**src/qpr_pkg.sv**
```systemverilog
`default_nettype none
// ============================================================================
// qpr_pkg - shared definitions for the quaternion point rotator
// Register codes, pipeline stage numbering, control struct and width helpers.
// ============================================================================
package qpr_pkg;

    localparam int QBITS              = 16;
    localparam int COORD_BITS_DEF     = 20;
    localparam int QUAT_FRAC_BITS_DEF = 14;

    // real part resets to 1.0 in Q2.14
    localparam logic signed [QBITS-1:0] QUAT_REAL_RESET = 16'sd16384;

    localparam int CFG_ADDR_W = 3;

    typedef enum logic [CFG_ADDR_W-1:0] {
        REG_QUAT_REAL = 3'd0,
        REG_QUAT_I    = 3'd1,
        REG_QUAT_J    = 3'd2,
        REG_QUAT_K    = 3'd3,
        REG_PIVOT_X   = 3'd4,
        REG_PIVOT_Y   = 3'd5,
        REG_PIVOT_Z   = 3'd6
    } cfg_reg_t;

    // pipeline stages
    localparam int STG_OFFSET = 0;  // point minus pivot
    localparam int STG_PROD1  = 1;  // q * d partial products
    localparam int STG_T      = 2;  // t = round(q * d)
    localparam int STG_PROD2  = 3;  // t * conj(q) partial products
    localparam int STG_R      = 4;  // r = round(t * conj(q))
    localparam int STG_OUT    = 5;  // pivot restored, saturated
    localparam int NUM_STAGES = 6;

    typedef struct packed {
        logic [NUM_STAGES-1:0] en;  // stage register load enables
    } pipe_ctrl_t;

    // width of a signed sum of up to four products plus rounding constant,
    // kept wide enough that the rounding shift leaves at least two bits
    function automatic int sum_w(input int prod_w, input int frac);
        int raw;
        raw = prod_w + 3;
        return (raw > frac + 1) ? raw : frac + 2;
    endfunction

    function automatic int t_w(input int coord, input int frac);
        return sum_w(coord + 1 + QBITS, frac) - frac;
    endfunction

    function automatic int r_w(input int coord, input int frac);
        return sum_w(t_w(coord, frac) + QBITS, frac) - frac;
    endfunction

endpackage
`default_nettype wire

```
**src/qpr_pipe_ctrl.sv**
```systemverilog
`default_nettype none
// ============================================================================
// qpr_pipe_ctrl - valid tracking and per-stage load enables
// A stage loads when it is empty or the stage after it moves, so bubbles
// collapse and a stalled output only holds the stages behind it that are full.
// ============================================================================
module qpr_pipe_ctrl
    import qpr_pkg::*;
(
    input  wire logic aclk,
    input  wire logic aresetn,
    input  wire logic s_tvalid,
    output logic      s_tready,
    output logic      m_tvalid,
    input  wire logic m_tready,
    output pipe_ctrl_t ctrl
);

    logic [NUM_STAGES-1:0] vld_reg;
    logic [NUM_STAGES-1:0] vld_next;
    logic [NUM_STAGES-1:0] en;

    always_comb begin
        en[NUM_STAGES-1] = !vld_reg[NUM_STAGES-1] || m_tready;
        for (int i = NUM_STAGES - 2; i >= 0; i--) begin
            en[i] = !vld_reg[i] || en[i+1];
        end
        vld_next[0] = en[0] ? s_tvalid : vld_reg[0];
        for (int i = 1; i < NUM_STAGES; i++) begin
            vld_next[i] = en[i] ? vld_reg[i-1] : vld_reg[i];
        end
    end

    always_ff @(posedge aclk) begin
        if (!aresetn) begin
            vld_reg <= '0;
        end else begin
            vld_reg <= vld_next;
        end
    end

    assign ctrl.en  = en;
    assign s_tready = en[STG_OFFSET];
    assign m_tvalid = vld_reg[STG_OUT];

endmodule
`default_nettype wire

```
**config.mk**
```make
export PLATFORM = sky130hd
export DESIGN_NAME = qpr_pipe_ctrl
export DESIGN_NICKNAME = d
export VERILOG_FILES = /design/src/qpr_pkg.sv /design/src/qpr_pipe_ctrl.sv
export SDC_FILE = /design/constraint.sdc
export NUM_CORES = 1
export LEC_CHECK = 0
export ABC_AREA = 1
export BUFFER_PORTS_ARGS = -buffer_cell sky130_fd_sc_hd__buf_2
export CAP_MARGIN = 25
export CORE_AREA = 2 2 39 41
export DETAILED_ROUTE_END_ITERATION = 8
export DIE_AREA = 0 0 41 43
export PLACE_DENSITY_LB_ADDON = 0.15
export SLEW_MARGIN = 10
export SYNTH_ARGS = -nofsm -noshare
export SYNTH_HDL_FRONTEND = slang
export SYNTH_SLANG_ARGS = --single-unit
```
**constraint.sdc**
```tcl
create_clock -name aclk -period 0.9 [get_ports aclk]
set_input_delay 0.09 -clock aclk [delete_from_list [all_inputs] [get_ports aclk]]
set_output_delay 0.09 -clock aclk [all_outputs]
set_load 0.02 [all_outputs]
```
---- Word level (Yosys, flattened, before mapping) ----
Cells that the tools add are included.
storage, ports and cells
  bits in registers ....................... 6
  input bits .............................. 4
cells by class
  reduce and logical (&&, ||, !) cells .... 12
operators with widths
  cell              number
  $logic_not 1->1   6
  $logic_or 1x1->1  6

---- Longest topological paths before layout ----
  depth after elaboration ................. 7
  gate-level depth with buffers ........... 5
  gate-level depth less buffers ........... 5

---- Worst setup path after synthesis ----
OpenSTA, ideal clock, no wires.
  kind .................................... reg-to-output
  start ................................... register vld_reg[5]
  end ..................................... output port ctrl[0] in the netlist's numbering
  data arrival time ....................... 1.173 ns
  required time ........................... 0.810 ns
  setup slack ............................. -0.363 ns
  cell stages (with the launch flop) ...... 5
  path through ............................ dfxtp_1 > nand3_4 > nor2_8 > nand4_4 > buf_4
RTL lines
  what                    line                 RTL
  start, declared         qpr_pipe_ctrl.sv:19  logic [NUM_STAGES-1:0] vld_reg;
  start signal, assigned  qpr_pipe_ctrl.sv:38  vld_reg <= vld_next;
  end, declared           qpr_pipe_ctrl.sv:16  output pipe_ctrl_t ctrl

==> summary by stage <==
Outcome
The flow ran to the end, but the final reports show violations. The checks that failed: setup timing.

Finish
The flip-flop count of the largest register, all copies and words added is 6. The final standard cell count with taps included and fillers excluded is approximately 60. The net count reported at finish is 50. The utilization after layout is about a third. The diode insertion count for antenna repair is 0. In the final layout, the share of cells above drive strength 1 is about two thirds. Relative to the synthesized area, the layout overhead comes to 65.6%. The most frequent standard cell in the layout excluding fill and tap cells is sky130_fd_sc_hd__buf_6. The library cells used most frequently in the layout, excluding fill and tap cells, are 8 x sky130_fd_sc_hd__buf_6, 7 x sky130_fd_sc_hd__inv_1, 5 x sky130_fd_sc_hd__buf_2, 4 x sky130_fd_sc_hd__a21oi_2, 4 x sky130_fd_sc_hd__dfxtp_1.

Global routing
For this run the aggregate overflow at the end of global routing stands at 0. The first-pass GRT wire length is around 810 µm. The global-route usage over all layers is under 10%. The initial antenna violation count is 0. The largest net degree at the start of global routing is 6. The number of global-route vias before repair is between 200 and 250.

Yosys
The combined area of all synthesized cells is 277 µm². The number of nets produced by synthesis is 31. The total number of yosys warnings is 0. The count of different cell masters after synthesis is 13. Measured against the total synthesized area, the mux share comes to 0%. Synthesis inferred 6 register bits. The compound-cell area share of the yosys netlist is between 10% and 20%. The main combinational cell family by area after synthesis is simple AND/OR/NAND/NOR gates. Of the total synthesized cell area, the portion taken by XOR and XNOR cells is 0%.

The synthesized netlist devotes between 20% and 30% of its cell area to simple gates. After Yosys synthesis, full adders, half adders and majority gates account for 0% of the synthesized area. The number of instances in the synthesized netlist is 27. The average cell area after synthesis is about 10 µm². The portion of the post-synthesis area used by sequential elements is 43.4%.

Routing
The number of violations reported at the end of detailed-routing iteration 0 is 3. The wire length after detailed routing is ~550 µm. The routed layout has approximately 240 vias. The routed length per instance is 8.97 µm. The number of antenna-violating nets in the routed design is 0. In the routed layout, each cell is associated on average with a via count of 3.87. For this run, design rule violations remaining after detail routing come to 0.

The first TritonRoute pass finished after 3 iterations.

STA
The shortest clock period the worst path allows after layout is about 1.2 ns. For the pin with the worst max-slew slack, the measured transition is around 0.24 ns. The final worst clock skew is between 0.004 and 0.005 ns. The worst path uses 133% of the clock period.

The worst-case hold slack is approximately 0.069 ns. The final hold violation count is 0. Setup repair after global routing could not meet its margin everywhere. The max-slew violation count was 0. The headroom to the max-slew limit is a little over four fifths. Across all setup checks in the final design, the least slack found is -0.296 ns.

The number of endpoints failing setup at the final stage is 9. The sum of negative setup slack is -1.81 ns. Timing would allow up to approximately 0.84 GHz.

Power
The final total power is roughly 570 µW. The worst vdd rail ir drop is around 0.55 mV. Power spread over the standard cell area amounts to ~1300 mW/mm². For this design the static power due to leakage is between 0.2 and 0.25 nW.

Floorplan
The die height is 43 µm. The die outline width is a little over 40 µm. The die covers roughly 0.0018 mm². For this configuration, the core starts out at a cell density of between 10% and 20%. The core area is approximately 0.0014 mm². The floorplan has 14 rows. In this run the count of I/O pins placed on the die edge is 12.

Setup path
The type of the worst setup path is reg -> out. The kind of start point of the critical path is a register. The number of cell instances on the worst register-to-register path is 5.

Along the worst path, the maximum fanout reaches 5. The critical path data required time is ~0.81 ns. The worst setup path is captured at an output port. At the worst endpoint, the arrival time is ~1.1 ns.

CTS
After clock tree synthesis, the clock-pin slew on the worst setup and hold paths is approximately 0.050 ns. CTS built an H-tree with a depth of 1. In this run, post-CTS hold repair placed 0 buffers. The master cell of the clock root buffer is sky130_fd_sc_hd__clkbuf_4. Clock tree synthesis found a total of 6 sinks. At the later pin of the worst-skew pair, clock insertion delay measures 0.24 ns. The clock passes through at most 2 buffers. Clock tree synthesis inserted a total of 3 buffers. The TritonCTS clock tree is done.

Placement
Detailed placement finished with a half-perimeter wire length of between 400 and 500 µm. The number of cells after detailed placement is 55. The placer's final routability congestion estimate is between 0.7 and 0.8. In this run the tool buffered the top-level ports with 11 buffer cells.

Worst hold path
The path type of the worst min-delay path is in -> reg. The worst hold path depth is 2.

Run
The reported max-cap violation count is 0.
[layer usage]
layer  GRT usage (%)  wire [µm]  vias up  share of wire (%)
met2            12.2        298       10                 54
met1            6.77        211      105                 39
met4            2.00          0        0                  0
met3            4.71         36        0                6.6
li1                -          -      121                  -
met5               0          0        -                  0
[report_power, final]
| group | internal (mW) | switching [mW] | total, mW | leakage (nW) |
|---|---|---|---|---|
| clock network | 0.168 | 0.0969 | 0.265 | 0.0150 |
| registers | 0.271 | 0.00792 | 0.279 | 0.0502 |
| logic | 0.0125 | 0.0174 | 0.0299 | 0.148 |
| total | 0.451 | 0.122 | 0.573 | 0.213 |
[repair_timing]
item | CTS | global route
setup buffers | 1 | 2
resized for setup | 14 | 4
setup endpoints to repair | 11 | 12
[cell type report]
type | instances | area [µm²]
clock buffers | 4 | 26.3
fillers | 160 | 926
inverters | 8 | 30.0
multi-input cells | 12 | 126
flip-flops and latches | 6 | 125
well taps | 16 | 20.0
repair buffers | 15 | 130
[worst max-delay path, cell delays in order (launching register included)]
cell,delay [ns]
sky130_fd_sc_hd__dfxtp_2,0.34
sky130_fd_sc_hd__nand3_4,0.11
sky130_fd_sc_hd__nor2_8,0.14
sky130_fd_sc_hd__nand4_4,0.09
sky130_fd_sc_hd__buf_2,0.18
[through the flow]
stage	area, µm²	worst slack, ns
2_1_floorplan	280	-0.206
3_3_place_gp	363	-0.0671
3_5_place_dp	363	-0.0916
4_1_cts	439	-0.333
5_1_grt	458	-0.383
6_report	458	-0.296
[synth_stat cells]
cell / n / area, µm²
sky130_fd_sc_hd__buf_4: 1 / 7.51
sky130_fd_sc_hd__nand2_1: 1 / 3.75
sky130_fd_sc_hd__inv_2: 1 / 3.75
sky130_fd_sc_hd__nand3_4: 1 / 17.5
sky130_fd_sc_hd__a21oi_2: 2 / 17.5
sky130_fd_sc_hd__o21a_1: 1 / 7.51
sky130_fd_sc_hd__nand3_2: 1 / 10.0
sky130_fd_sc_hd__dfxtp_1: 6 / 120
sky130_fd_sc_hd__nand4_4: 1 / 21.3
sky130_fd_sc_hd__inv_1: 7 / 26.3
sky130_fd_sc_hd__nor2_8: 1 / 20.0
sky130_fd_sc_hd__a21oi_1: 3 / 15.0
sky130_fd_sc_hd__nand2_2: 1 / 6.26
[kinds of logic (layout without fill, tap and decap cells)]
| family | Yosys count | count (layout) |
|---|---|---|
| AO/OA/AOI/OAI | 6 | 6 |
| flip-flops | 6 | 6 |
| AND/OR/NAND/NOR | 6 | 6 |
| buffers and inverters | 9 | 27 |
[path summary, 6_finish.rpt]
path	start	end	slack [ns]
setup / recovery	vld_reg[4]$_SDFFE_PN0P_	ctrl[0]	-0.30
hold / removal	aresetn	vld_reg[3]$_SDFFE_PN0P_	0.07
setup reg to reg	vld_reg[4]$_SDFFE_PN0P_	vld_reg[0]$_SDFFE_PN0P_	-0.09
hold reg to reg	vld_reg[4]$_SDFFE_PN0P_	vld_reg[5]$_SDFFE_PN0P_	0.47
Power figures use the tool's default switching activity.
