### config.mk
export PLATFORM = sky130hd
export DESIGN_NAME = qpr_restore
export DESIGN_NICKNAME = d
export VERILOG_FILES = /design/src/qpr_pkg.sv /design/src/qpr_restore.sv
export SDC_FILE = /design/constraint.sdc
export NUM_CORES = 1
export LEC_CHECK = 0
export ABC_AREA = 1
export CAP_MARGIN = 15
export CORE_MARGIN = 5
export CORE_UTILIZATION = 45
export CTS_CLUSTER_DIAMETER = 60
export DETAILED_ROUTE_END_ITERATION = 8
export DONT_BUFFER_PORTS = 1
export PLACE_DENSITY = 0.62
export SETUP_SLACK_MARGIN = 0.05
export SLEW_MARGIN = 20
export SYNTH_ARGS = -nofsm -noshare
export SYNTH_HDL_FRONTEND = slang
export SYNTH_SLANG_ARGS = --single-unit
### constraint.sdc
create_clock -name aclk -period 3.6 [get_ports aclk]
set_clock_uncertainty 0.1 [all_clocks]
set_input_delay 0.72 -clock aclk [delete_from_list [all_inputs] [get_ports aclk]]
set_output_delay 0.72 -clock aclk [all_outputs]
set_load 0.005 [all_outputs]
### src/qpr_pkg.sv
`default_nettype none
// ============================================================================
// qpr_pkg - shared definitions for the quaternion point rotator
// Register codes, pipeline stage numbering, control struct and width helpers.
// ============================================================================
package qpr_pkg;

    localparam int QBITS              = 16;
    localparam int COORD_BITS_DEF     = 20;
    localparam int QUAT_FRAC_BITS_DEF = 14;

    // real part resets to 1.0 in Q2.14
    localparam logic signed [QBITS-1:0] QUAT_REAL_RESET = 16'sd16384;

    localparam int CFG_ADDR_W = 3;

    typedef enum logic [CFG_ADDR_W-1:0] {
        REG_QUAT_REAL = 3'd0,
        REG_QUAT_I    = 3'd1,
        REG_QUAT_J    = 3'd2,
        REG_QUAT_K    = 3'd3,
        REG_PIVOT_X   = 3'd4,
        REG_PIVOT_Y   = 3'd5,
        REG_PIVOT_Z   = 3'd6
    } cfg_reg_t;

    // pipeline stages
    localparam int STG_OFFSET = 0;  // point minus pivot
    localparam int STG_PROD1  = 1;  // q * d partial products
    localparam int STG_T      = 2;  // t = round(q * d)
    localparam int STG_PROD2  = 3;  // t * conj(q) partial products
    localparam int STG_R      = 4;  // r = round(t * conj(q))
    localparam int STG_OUT    = 5;  // pivot restored, saturated
    localparam int NUM_STAGES = 6;

    typedef struct packed {
        logic [NUM_STAGES-1:0] en;  // stage register load enables
    } pipe_ctrl_t;

    // width of a signed sum of up to four products plus rounding constant,
    // kept wide enough that the rounding shift leaves at least two bits
    function automatic int sum_w(input int prod_w, input int frac);
        int raw;
        raw = prod_w + 3;
        return (raw > frac + 1) ? raw : frac + 2;
    endfunction

    function automatic int t_w(input int coord, input int frac);
        return sum_w(coord + 1 + QBITS, frac) - frac;
    endfunction

    function automatic int r_w(input int coord, input int frac);
        return sum_w(t_w(coord, frac) + QBITS, frac) - frac;
    endfunction

endpackage
`default_nettype wire

### src/qpr_restore.sv
`default_nettype none
// ============================================================================
// qpr_restore - add the pivot back and clip to the coordinate range
// Output stage; its registers also serve as the output holding register.
// ============================================================================
module qpr_restore
    import qpr_pkg::*;
#(
    parameter int COORD_BITS     = COORD_BITS_DEF,
    parameter int QUAT_FRAC_BITS = QUAT_FRAC_BITS_DEF,
    localparam int RW            = r_w(COORD_BITS, QUAT_FRAC_BITS)
) (
    input  wire logic                         aclk,
    input  wire pipe_ctrl_t                   ctrl,
    input  wire logic signed [RW-1:0]         r_x_i,
    input  wire logic signed [RW-1:0]         r_y_i,
    input  wire logic signed [RW-1:0]         r_z_i,
    input  wire logic signed [COORD_BITS-1:0] pivot_x,
    input  wire logic signed [COORD_BITS-1:0] pivot_y,
    input  wire logic signed [COORD_BITS-1:0] pivot_z,
    output logic signed [COORD_BITS-1:0]      rotated_x,
    output logic signed [COORD_BITS-1:0]      rotated_y,
    output logic signed [COORD_BITS-1:0]      rotated_z,
    output logic                              saturated
);

    localparam int AW = ((RW > COORD_BITS) ? RW : COORD_BITS) + 1;
    localparam logic signed [COORD_BITS-1:0] MAXV = {1'b0, {(COORD_BITS-1){1'b1}}};
    localparam logic signed [COORD_BITS-1:0] MINV = {1'b1, {(COORD_BITS-1){1'b0}}};

    logic signed [AW-1:0]         sum_v  [3];
    logic [2:0]                   over;
    logic signed [COORD_BITS-1:0] rot_next [3];
    logic signed [COORD_BITS-1:0] rot_reg  [3];
    logic                         sat_next;
    logic                         sat_reg;

    always_comb begin
        sum_v[0] = AW'(r_x_i) + AW'(pivot_x);
        sum_v[1] = AW'(r_y_i) + AW'(pivot_y);
        sum_v[2] = AW'(r_z_i) + AW'(pivot_z);
        for (int n = 0; n < 3; n++) begin
            // in range when all bits from the coordinate sign up agree
            over[n] = !((&sum_v[n][AW-1:COORD_BITS-1]) || !(|sum_v[n][AW-1:COORD_BITS-1]));
            if (over[n]) begin
                rot_next[n] = sum_v[n][AW-1] ? MINV : MAXV;
            end else begin
                rot_next[n] = sum_v[n][COORD_BITS-1:0];
            end
        end
        sat_next = |over;
    end

    always_ff @(posedge aclk) begin
        if (ctrl.en[STG_OUT]) begin
            rot_reg <= rot_next;
            sat_reg <= sat_next;
        end
    end

    assign rotated_x = rot_reg[0];
    assign rotated_y = rot_reg[1];
    assign rotated_z = rot_reg[2];
    assign saturated = sat_reg;

endmodule
`default_nettype wire

## Word level (Yosys, flattened, before mapping)

Cells that the tools add are included.
W data, S select, Z words.

- Bitwise gates (word level): 0
- Eq/ne operators: 0
- Div/mod/pow operators: 0
- Order comparisons: 0
- Add/subtract/negate cells: 3
- Shift-type cells: 0
- Multipliers: 0
- Muxes and demuxes: 6
- Reductions and logical operators: 16

Operator list:

| operator | count |
|---|---|
| $mux W20 | 6 |
| $add A31 B20 Y32 | 3 |
| $reduce_and A13 Y1 | 3 |
| $reduce_or A13 Y1 | 3 |
| $logic_not A1 Y1 | 6 |
| $logic_or A1 B1 Y1 | 3 |
| $reduce_or A3 Y1 | 1 |

- Memories: 0
- Input port bits: 160
- Word-level logic and storage cells: 29
- Memory bits (writable): 0
- Register bits: 61
- Bits in latches: 0
- Bits in read-only memories: 0

## Depth between registers and ports, before layout

Gate-level depths: netlist of the first run.

- Depth after elaboration: 6
- Depth in mapped cells: 21
- Depth with buffers taken out: 20

## Worst setup path after synthesis of the first run

OpenSTA, ideal clock, no wires.

- Path type: input to register
- Start: input port r_z_i[0]
- End: register rot_reg, in the netlist rotated_z[10], data pin
- Data required time: 3.248 ns
- Stages: 16
- Data arrival time: 2.601 ns
- Path buffers: 1
- Setup slack: 0.647 ns
- Cell sequence: ha_1 -> fa_1 -> nand2_1 -> nand2_1 -> and2_1 -> nand2_1 -> nand3_1 -> nand3_1 -> nand3_1 -> nand2_1 -> nand2_1 -> nor2_1 -> nand3_2 -> nand3_4 -> buf_6 -> nand2_1

RTL lines:

| element | RTL line | source |
|---|---|---|
| start: declaration | qpr_restore.sv:17 | `input wire logic signed [RW-1:0] r_z_i,` |
| end signal: assignment | qpr_restore.sv:56 | `rot_reg <= rot_next;` |
| end: declaration | qpr_restore.sv:34 | `logic signed [COORD_BITS-1:0] rot_reg [3];` |

## Worst setup path after layout of the first run

- Start: input port r_y_i[0]
- End: register sat_reg (netlist: saturated), data pin

- Longest elaborated chain between the ends: 6
- Elaborated cells between the ends (all ways): 7
- Those cells by class: add/sub: 1; reduce/logical: 6

Ends and longest elaborated chain:

| element | RTL line | source |
|---|---|---|
| start: declaration | qpr_restore.sv:16 | `input wire logic signed [RW-1:0] r_y_i,` |
| $add A31 B20 Y32 (*) | qpr_restore.sv:40 | `sum_v[1] = AW'(r_y_i) + AW'(pivot_y);` |
| $reduce_or A13 Y1 | qpr_restore.sv:44 | `over[n] = !((&sum_v[n][AW-1:COORD_BITS-1]) \|\| !(\|sum_v[n][AW-1:COORD_BITS-1]));` |
| $logic_not A1 Y1 | qpr_restore.sv:44 |  |
| $logic_or A1 B1 Y1 (*) | qpr_restore.sv:44 |  |
| $logic_not A1 Y1 (*) | qpr_restore.sv:44 |  |
| $reduce_or A3 Y1 (*) | qpr_restore.sv:51 | `sat_next = \|over;` |
| via sat_next | qpr_restore.sv:35 | `logic sat_next;` |
| end signal: assignment | qpr_restore.sv:57 | `sat_reg <= sat_next;` |
| end: declaration | qpr_restore.sv:36 | `logic sat_reg;` |

Mark *: on every way through the listed nets, which the timed path passes. The rest lies on a longest branch.
A chain may end at the register's enable or synchronous reset.

==> metrics.md, run 1 <==
| Metric | Value |
|---|---|
| Post-synthesis adder-cell area fraction | `0.121` |
| WL per Instance | `14.4 µm` |
| YS warnings | `0` |
| Die Wd | `160 µm` |
| Gate Count Post-Synth | `1776` |
| Number of CTS-inserted buffers | `9` |
| Crit path buf inv count | `0` |
| Commonest non-fill, non-tap cell in the layout | `nand2_1` |
| Max-slew violation count | `0` |
| CTS Hold Buffers Added | `0` |
| Final min period | `3050 ps` |
| Vias in the first global route | `9422` |
| # Post-CTS Setup Buffers | `0` |
| Mean post-synth cell area | `5.69 µm²` |
| Die Area | `0.0255 mm²` |
| Most frequent cells in the layout | `nand2_1 (822), inv_1 (309), nor2_1 (129)` |
| Final HPWL DP | `26100 µm` |
| Mapped Nets | `2032` |
| Status | `finished clean` |
| Placer congestion estimate | `0.963` |
| Post-route ant nets | `0` |
| GRT Util Overall | `0.227` |
| NetSw | `1360 µW` |
| DIE HEIGHT | `160 µm` |
| Initial antenna violation count | `0` |
| Fmax | `328 MHz` |
| Worst VDD drop | `0.000210 V` |
| Initial DRC count | `686` |
| Pleak | `0.00617 µW` |
| Clk root buf | `clkbuf_16` |
| Placed Instances | `2055` |
| Setup_tns | `0 ps` |
| Flop pwr share | `0.305` |
| Starting Density | `0.460` |
| Final WL | `29900 µm` |
| Share of cells above drive strength 1 | `0.0475` |
| Ports | `221` |
| Async set-reset flop share out of synthesis | `0` |
| Core footprint | `0.0220 mm²` |
| Global route overflow | `0` |
| Post-Layout Cell Count | `2071` |
| EDFF count, synth | `61` |
| First-pass GRT wire length | `47900 µm` |
| Nets | `2042` |
| Largest delay share family, worst path | `simple AND/OR/NAND/NOR gates` |
| Slew @ Worst Pin | `414 ps` |
| Register Area | `0.00183 mm²` |
| Critical-path cell list | `ha_1, fa_1, nand2_1, nand3_1, nand3_1, nand2_2, nand2_1, nand2_1, nand3_2, nand3_1, nand2_1, nand2_1, nor2_1, nand2_1, nand2_2, nand3_1` |
| Hold crit path type | `input pin to register` |
| # Max-Cap Violations | `0` |
| Compound-Gate Fraction of Synth Area | `0.0451` |
| Pin count of the biggest net entering global routing | `62` |
| Logic pwr share | `0.446` |
| Multiplexer share of the synthesized area | `0` |
| Clock share of power | `0.250` |
| Final Hold Fails | `0` |
| Multi-input gate area | `0.00698 mm²` |
| PwrDens | `302 mW/mm²` |
| Cell mode on critical path | `nand2_1` |
| Combinational family with the most area after synthesis | `simple AND/OR/NAND/NOR gates` |
| Setup violations, final | `0` |
| Required time worst endpoint | `3560 ps` |
| WS Path Type | `input pin to register` |
| Fin crit share | `0.847` |
| Critical path data arrival time | `3010 ps` |
| CTS Sinks | `61` |
| Fill cell total of the finished layout | `2393` |
| Row cnt | `54` |
| RSZ-0062 raised after global routing | `no` |
| CTS tree | `yes` |
| DRC | `0` |
| Crit. End Element | `register` |
| Max stage delay on crit path | `450 ps` |
| Simple-Gate Fraction of Synth Area | `0.480` |
| Clk slew on worst S/H paths | `60 ps` |
| Post-Synth XOR/XNOR Area | `0.0442` |
| Port bufs | `0` |
| Int Pwr | `1880 µW` |
| Switch share | `0.420` |
| Critical Path Start Type | `input pin` |
| N_diodes | `0` |
| Synth Register Bits | `61` |
| # H-tree levels | `3` |
| Max-slew headroom | `0.722` |
| CP max stage cell | `fa_1` |
| Clock tree buffer depth | `2` |
| Synth cell types | `35` |
| Post-CTS resize count | `0` |
| Sequential share of the synthesized area | `0.181` |
| Mapped cell area | `0.0101 mm²` |
| Syn-to-layout area delta | `6.13%` |
| Pre-antenna DRT Iters | `5` |
| Drt via density | `4.94` |
| Worst Path Max Fanout | `20` |
| DR vias | `10225` |
| Post-synth top flop | `edfxtp_1` |
[cell usage after synthesis (2+ instances only)]
| cell | instances | area (µm²) |
|---|---|---|
| nand2_1 | 822 | 3090 |
| inv_1 | 309 | 1160 |
| nor2_1 | 129 | 484 |
| nand3_1 | 97 | 485 |
| ha_1 | 93 | 1160 |
| edfxtp_1 | 61 | 1830 |
| a21oi_1 | 53 | 265 |
| xor2_1 | 42 | 368 |
| nand4_1 | 34 | 213 |
| nand2_2 | 16 | 100 |
| nor2_2 | 16 | 100 |
| and2_1 | 12 | 75.1 |
| nor3_1 | 11 | 55.1 |
| buf_6 | 9 | 101 |
| xnor2_1 | 9 | 78.8 |
| nand3_2 | 8 | 80.1 |
| a31oi_1 | 7 | 43.8 |
| inv_2 | 7 | 26.3 |
| nor3_2 | 5 | 50.1 |
| o21ai_0 | 5 | 25.0 |
| a21o_1 | 4 | 30.0 |
| o21bai_1 | 4 | 30.0 |
| fa_1 | 3 | 60.1 |
| nand3_4 | 3 | 52.6 |
| nand3b_1 | 3 | 22.5 |
| a21boi_0 | 2 | 15.0 |
| clkinv_1 | 2 | 7.51 |
| o21bai_2 | 2 | 22.5 |
| or2_2 | 2 | 12.5 |
[power groups by stage]
stage                     Combinational [µW]  Clock (µW)  Sequential (µW)
final                                   1440         808              986
after global routing                    1650         857              993
after CTS                               1440         831              990
after detailed placement                1440           0             1000
after global placement                  1420           0             1000
after floorplan                         1110           0              968
[worst paths after layout]
path                  slack [ps]           end  cells past startpoint      from
worst min-delay path         400  rotated_y[4]                      0   ctrl[5]
worst max-delay path         550     saturated                     16  r_y_i[0]
[state kept, by name (all words and copies together) (netlist names)]
name,cells
rotated_x,20
saturated,1
rotated_z,20
rotated_y,20
[stage by stage]
stage,util,instance area [µm²],worst slack (ps),total power [µW],hold WS [ps]
after global placement,0.476,10400,238,2430,736
after floorplan,-,10100,647,2080,732
after CTS,0.488,10700,539,3260,391
final,0.488,10700,549,3240,403
after detailed placement,0.476,10400,198,2440,736
after global routing,0.488,10700,261,3500,386
[kinds of logic after synthesis]
logic type               count (synthesis)
buffers and inverters                  327
AO/OA/AOI/OAI                           80
XOR/XNOR                                51
AND/OR/NAND/NOR                       1161
adder cells (fa/ha/maj)                 96
flip-flops                              61
[routing by layer]
metal  wire, µm  up-vias  GRT usage
li1           -     5518          -
met1      14000     4409      0.307
met2      13900      266      0.385
met3       1510       32     0.0312
met4        498        0     0.0571
met5          0        -          0
[cell type report]
class | count | share of cell area
sequential | 61 | 0.171
clock inverter | 7 | 0.00443
multi-input combinational | 1388 | 0.651
clock buffer | 9 | 0.0210
timing repair buffer | 8 | 0.00910
tap | 280 | 0.0327
inverter | 318 | 0.111
No activity file was read; power rests on OpenSTA's default activity.
==> run 2, diff against run 1 <==
--- a/config.mk
+++ b/config.mk
@@ -5,7 +5,7 @@
 export SDC_FILE = /design/constraint.sdc
 export NUM_CORES = 1
 export LEC_CHECK = 0
-export ABC_AREA = 1
+export ABC_AREA = 0
 export CAP_MARGIN = 15
 export CORE_MARGIN = 5
 export CORE_UTILIZATION = 45
==> constraint.sdc (replaced) <==
create_clock -name aclk -period 3 [get_ports aclk]
set_clock_uncertainty 0.1 [all_clocks]
set_input_delay 0.6 -clock aclk [delete_from_list [all_inputs] [get_ports aclk]]
set_output_delay 0.6 -clock aclk [all_outputs]
set_load 0.005 [all_outputs]
==> metrics.md, run 2 <==
| Metric | Value |
|---|---|
| YS warnings | `0 (unchanged)` |
| Fmax | `289 MHz` |
| Pleak | `0.00512 µW (-17%)` |
| Clk root buf | `clkbuf_16` |
| Commonest non-fill, non-tap cell in the layout | `buf_4` |
| Synth top area share | `0.223 (-0.0824)` |
| Hold crit path type | `input pin to register` |
| Port bufs | `0 (unchanged)` |
| DRC | `0 (unchanged)` |
| Synth area leaders | `edfxtp_1 (22%), ha_1 (14%), a21oi_1 (7.7%)` |
| Global route overflow | `0 (unchanged)` |
| Post-route ant nets | `0 (unchanged)` |
| Max stage delay on crit path | `490 ps (+40 ps)` |
| Share of cells above drive strength 1 | `0.413 (+0.365)` |
| Final HPWL DP | `21900 µm (-16%)` |
| Die Area | `0.0210 mm² (-18%)` |
| Min-delay src | `ctrl[5]` |
| Cells on Worst Hold Path | `0 (unchanged)` |
| Final WS setup | `-458 ps (-1010 ps)` |
| Commonest cells in the netlist | `a21oi_1 (126), ha_1 (93), nand2_1 (88)` |
| Critical-path cell list | `ha_1, a21oi_1, o21ai_0, a22oi_1, a31oi_4, xnor2_2, nor3_2, nand2_1, or4b_4, o31ai_4, buf_6, clkbuf_16, mux2i_1` |
| Final WL | `28900 µm (-3.2%)` |
| Setup violations, final | `42 (+42)` |
| DIE HEIGHT | `145 µm (-9.2%)` |
| Area leader, netlist | `edfxtp_1` |
| Die Wd | `145 µm (-9.2%)` |
| Initial antenna violation count | `0 (unchanged)` |
| Final min period | `3460 ps` |
| Mapped Nets | `1252 (-38%)` |
| CTS tree | `yes` |
| Synth cell types | `86 (+150%)` |
| Violations in the final reports | `setup timing` |
| Post-Layout Cell Count | `1542 (-26%)` |
| Row cnt | `49 (-9.3%)` |
| CTS Hold Buffers Added | `0 (unchanged)` |
| Slew @ Worst Pin | `764 ps (+349 ps)` |
| # Max-Cap Violations | `0 (unchanged)` |
| N_diodes | `0 (unchanged)` |
| Max-slew violation count | `0 (unchanged)` |
| RSZ-0062 raised after global routing | `yes` |
| Gate Count Post-Synth | `996 (-44%)` |
| Dominant cell by count in the synthesized netlist | `a21oi_1` |
| CP max stage cell | `or4b_4` |
| Sequential share of the synthesized area | `0.223 (+0.0417)` |
| Worst VDD drop | `0.000263 V (+25%)` |
| Crit. End Element | `register` |
| Core footprint | `0.0180 mm² (-18%)` |
| DR vias | `9151 (-11%)` |
| Synth Register Bits | `61 (unchanged)` |
| Fill cell total of the finished layout | `1363 (-43%)` |
| Drt via density | `5.93 (+20%)` |
| Pre-antenna DRT Iters | `5 (unchanged)` |
| CTS Sinks | `61 (unchanged)` |
| GRT Util Overall | `0.248 (+0.0202)` |
| Vias in the first global route | `9015 (-4.3%)` |
| Mapped cell area | `0.00821 mm² (-19%)` |
| Number of CTS-inserted buffers | `9 (unchanged)` |
| PwrDens | `377 mW/mm² (+25%)` |
| Mean post-synth cell area | `8.24 µm² (+45%)` |
| Nets | `1565 (-23%)` |
| Placer congestion estimate | `0.960 (-0.31%)` |
| Max-slew headroom | `0.491 (-0.231)` |
| Clock tree buffer depth | `2 (unchanged)` |
| Setup_tns | `-16510 ps (-16510 ps)` |
| # H-tree levels | `3 (unchanged)` |
| Status | `finished with violations` |
| Async set-reset flop share out of synthesis | `0 (unchanged)` |
| Clk slew on worst S/H paths | `60 ps (about the same)` |
| Critical path data arrival time | `3520 ps (+510 ps)` |
| Initial DRC count | `440 (-36%)` |
| Hold Slack | `288 ps (-115 ps)` |
| Ports | `221 (unchanged)` |
| WL per Instance | `18.8 µm (+30%)` |
| WS Path Type | `input pin to register` |
| Syn-to-layout area delta | `53.5%` |
| Critical Path Start Type | `input pin` |
| Starting Density | `0.457 (-0.00293)` |
| First-pass GRT wire length | `44200 µm (-7.6%)` |
| Post-synth top flop | `edfxtp_1` |
| Placed Instances | `1486 (-28%)` |
| EDFF count, synth | `61 (unchanged)` |
| Fin crit share | `1.15` |
| Hold Path Sink | `rotated_x[16]` |
| Worst Path Max Fanout | `5 (-75%)` |
| Final Hold Fails | `0 (unchanged)` |
| Most frequent cells in the layout | `buf_4 (318), a21oi_1 (90), nand2_1 (83)` |
| Required time worst endpoint | `3070 ps (-490 ps)` |
| Pin count of the biggest net entering global routing | `62 (unchanged)` |
-- run 2: how the worst max path moves through the flow --
stage	from	endpoint	slack, ps	depth (start not counted)
floorplan	r_z_i[0]	rotated_z[17]	-580	12
global placement	r_z_i[7]	rotated_z[17]	-770	12
detailed placement	r_z_i[7]	rotated_z[17]	-810	12
CTS	r_y_i[0]	rotated_y[17]	-450	14
global route	r_y_i[0]	rotated_y[12]	-580	14
finish	r_y_i[9]	rotated_y[9]	-460	13
-- run 2: metal layers --
layer  GRT usage  routed length [µm]  up-vias
li1            -                   -     4467
met1       0.309               12100     4294
met2       0.440               14500      331
met3      0.0430                1570       59
met4      0.0686                 756        0
met5           0                   0        -
-- run 2: power by group --
part / internal, µW / switching [µW]
registers: 1090 / 78.4
logic: 1260 / 1240
clock network: 714 / 374
total: 3070 / 1690
-- run 2: cells by family (layout without fill, tap and decap cells) --
logic type,after synthesis,in the layout,share of synthesized area
AOI/OAI and AO/OA,380,380,0.303
and+or+nand+nor,301,301,0.187
xor gates and xnor gates,69,69,0.0736
DFF,61,61,0.223
muxes,21,21,0.0258
buffers and inverters,68,385,0.0392
adders and majority gates,96,96,0.149
-- run 2: layout make-up --
class,instances,area (µm²),area share
clock buffers,9,225,0.0179
clock inverters,6,78.8,0.00625
inverters,31,116,0.00923
multi-input cells,867,7340,0.582
flip-flops and latches,61,1830,0.145
well taps,229,287,0.0227
repair buffers,339,2730,0.217
-- run 2: what timing repair did --
action | in CTS | in global routing
pin swaps | 54 | 55
gates resized for setup | 111 | 79
cloned | 2 | 3
endpoints found under the setup margin | 58 | 58
setup buffers | 24 | 14
-- run 2: through the flow --
step / total power (µW) / utilization / instance area (µm²) / setup WS, ps
3_5_place_dp: 3300 / 0.604 / 10900 / -810
4_1_cts: 4570 / 0.668 / 12000 / -449
2_1_floorplan: 2450 / - / 8550 / -578
5_1_grt: 5020 / 0.702 / 12600 / -581
3_3_place_gp: 3270 / 0.604 / 10900 / -770
6_report: 4760 / 0.702 / 12600 / -458
-- run 2: critical path: cells and delay by family --
kind                       cells  cell delay [ps]
AOI/OAI and AO/OA              5             1140
xor gates and xnor gates       1              170
adders and majority gates      1              330
buffers and inverters          2              330
muxes                          1              190
and+or+nand+nor                3              730
==> run 3, diff against run 2 <==
--- a/config.mk
+++ b/config.mk
@@ -14,6 +14,7 @@
 export DONT_BUFFER_PORTS = 1
 export PLACE_DENSITY = 0.62
 export SETUP_SLACK_MARGIN = 0.05
+export SKIP_CTS_REPAIR_TIMING = 1
 export SLEW_MARGIN = 20
 export SYNTH_ARGS = -nofsm -noshare
 export SYNTH_HDL_FRONTEND = slang
==> metrics.md, run 3 (synthesis results as in run 2) <==
| Metric | Value |
|---|---|
| RSZ-0062 raised after global routing | `yes` |
| Crit. End Element | `register` |
| Vias in the first global route | `8663 (-3.9%)` |
| Post-route ant nets | `0 (unchanged)` |
| Max-slew violation count | `0 (unchanged)` |
| Final HPWL DP | `21900 µm (unchanged)` |
| WL per Instance | `17.8 µm (-5.0%)` |
| Place WS | `-810 ps (unchanged)` |
| CTS Sinks | `61 (unchanged)` |
| Final min period | `3560 ps (+105 ps)` |
| Row cnt | `49 (unchanged)` |
| Max-slew headroom | `0.529 (+0.0382)` |
| Global route overflow | `0 (unchanged)` |
| # Max-Cap Violations | `0 (unchanged)` |
| Crit path capture | `rotated_z[2]` |
| # H-tree levels | `3 (unchanged)` |
| Slew @ Worst Pin | `707 ps (-57.3 ps)` |
| Worst VDD drop | `0.000308 V (+17%)` |
| Die Area | `0.0210 mm² (unchanged)` |
| Pre-antenna DRT Iters | `7 (+2)` |
| Crit. Startpoint | `r_z_i[0]` |
| Fin crit share | `1.19 (+0.0350)` |
| Ports | `221 (unchanged)` |
| DRC | `0 (unchanged)` |
| Most frequent cells in the layout | `buf_4 (300), a21oi_1 (99), nand2_1 (85)` |
| Placer congestion estimate | `0.960 (unchanged)` |
| N_diodes | `0 (unchanged)` |
| GRT Util Overall | `0.234 (-0.0132)` |
| Setup violations, final | `39 (-7.1%)` |
| CTS tree | `yes` |
| Initial antenna violation count | `0 (unchanged)` |
| Hold crit path type | `input pin to register` |
| PwrDens | `385 mW/mm² (+1.9%)` |
| Status | `finished with violations` |
| Fill cell total of the finished layout | `1480 (+8.6%)` |
| DIE HEIGHT | `145 µm (unchanged)` |
| Placed Instances | `1486 (unchanged)` |
| Clk slew on worst S/H paths | `50 ps (about the same)` |
| Drt via density | `5.85 (-1.5%)` |
| Starting Density | `0.457 (unchanged)` |
| Share of cells above drive strength 1 | `0.368 (-0.0444)` |
| Final WS setup | `-563 ps (-105 ps)` |
| Critical Path Start Type | `input pin` |
| First-pass GRT wire length | `42000 µm (-5.1%)` |
| Violations in the final reports | `setup timing` |
| WS Path Type | `input pin to register` |
| Port bufs | `0 (unchanged)` |
| Core footprint | `0.0180 mm² (unchanged)` |
| Pleak | `0.00486 µW (-5.0%)` |
| Final WL | `27000 µm (-6.8%)` |
| Nets | `1536 (-1.9%)` |
| Final Hold Fails | `0 (unchanged)` |
| Die Wd | `145 µm (unchanged)` |
| Commonest non-fill, non-tap cell in the layout | `buf_4` |
| Required time worst endpoint | `2980 ps (-90 ps)` |
| Number of CTS-inserted buffers | `9 (unchanged)` |
| Fmax | `281 MHz (-3.0%)` |
| Syn-to-layout area delta | `44.9%` |
| Pin count of the biggest net entering global routing | `62 (unchanged)` |
| DR vias | `8845 (-3.3%)` |
| Initial DRC count | `352 (-20%)` |
| Worst Path Max Fanout | `15 (+10)` |
| Clock tree buffer depth | `2 (unchanged)` |
| Clk root buf | `clkbuf_16` |
| Critical path data arrival time | `3540 ps (+20 ps)` |
| Post-Layout Cell Count | `1513 (-1.9%)` |
## run 3: area by class of cell
| cell class | count | area [µm²] | area share |
|---|---|---|---|
| multi-input combinational | 867 | 6940 | 0.583 |
| timing repair buffer | 310 | 2420 | 0.204 |
| sequential | 61 | 1830 | 0.154 |
| tap | 229 | 287 | 0.0241 |
| inverter | 31 | 116 | 0.00978 |
| clock inverter | 6 | 78.8 | 0.00662 |
| clock buffer | 9 | 225 | 0.0189 |
## run 3: stage by stage
step           TNS (ps)  power, µW   util  hold WS [ps]  area, µm²
5_1_grt          -25410       4850  0.662           270      11900
3_5_place_dp     -40430       3300  0.604           616      10900
4_1_cts          -21150       4390  0.621           279      11200
2_1_floorplan    -24330       2450      -           612       8550
3_3_place_gp     -37750       3270  0.604           616      10900
6_report         -18830       4580  0.662           288      11900
## run 3: worst min path at each step
stage	start	endpoint	slack, ps	cells after the start
2_1_floorplan	ctrl[5]	rotated_x[0]	610	0
3_3_place_gp	ctrl[5]	rotated_x[16]	620	0
3_5_place_dp	ctrl[5]	rotated_x[16]	620	0
4_1_cts	ctrl[5]	rotated_x[16]	280	0
5_1_grt	ctrl[5]	rotated_x[7]	270	0
6_report	ctrl[5]	rotated_x[16]	290	0
## run 3: per-layer routing
layer	share of wire	global-route usage	vias to the layer above
met5	0	0	-
met4	0.026	0.0602	0
met3	0.053	0.0408	47
met2	0.49	0.414	265
met1	0.43	0.296	4122
li1	-	-	4411
## run 3: where the power goes
group	switching, µW	total (µW)	internal (µW)	leakage [µW]
Combinational	1160	2320	1160	0.00411
Sequential	77.1	1170	1090	0.000603
Clock	372	1090	714	0.000144
## run 3: critical path, cell delays in order
cell and delay [ps]:
ha_4 140, fa_2 380, a211oi_4 300, nor3_4 80, o211ai_4 230, a21o_1 270
a21oi_2 100, or3_4 410, a21oi_2 130, nand4_1 170, o31a_1 380, buf_12 170
a21o_1 160
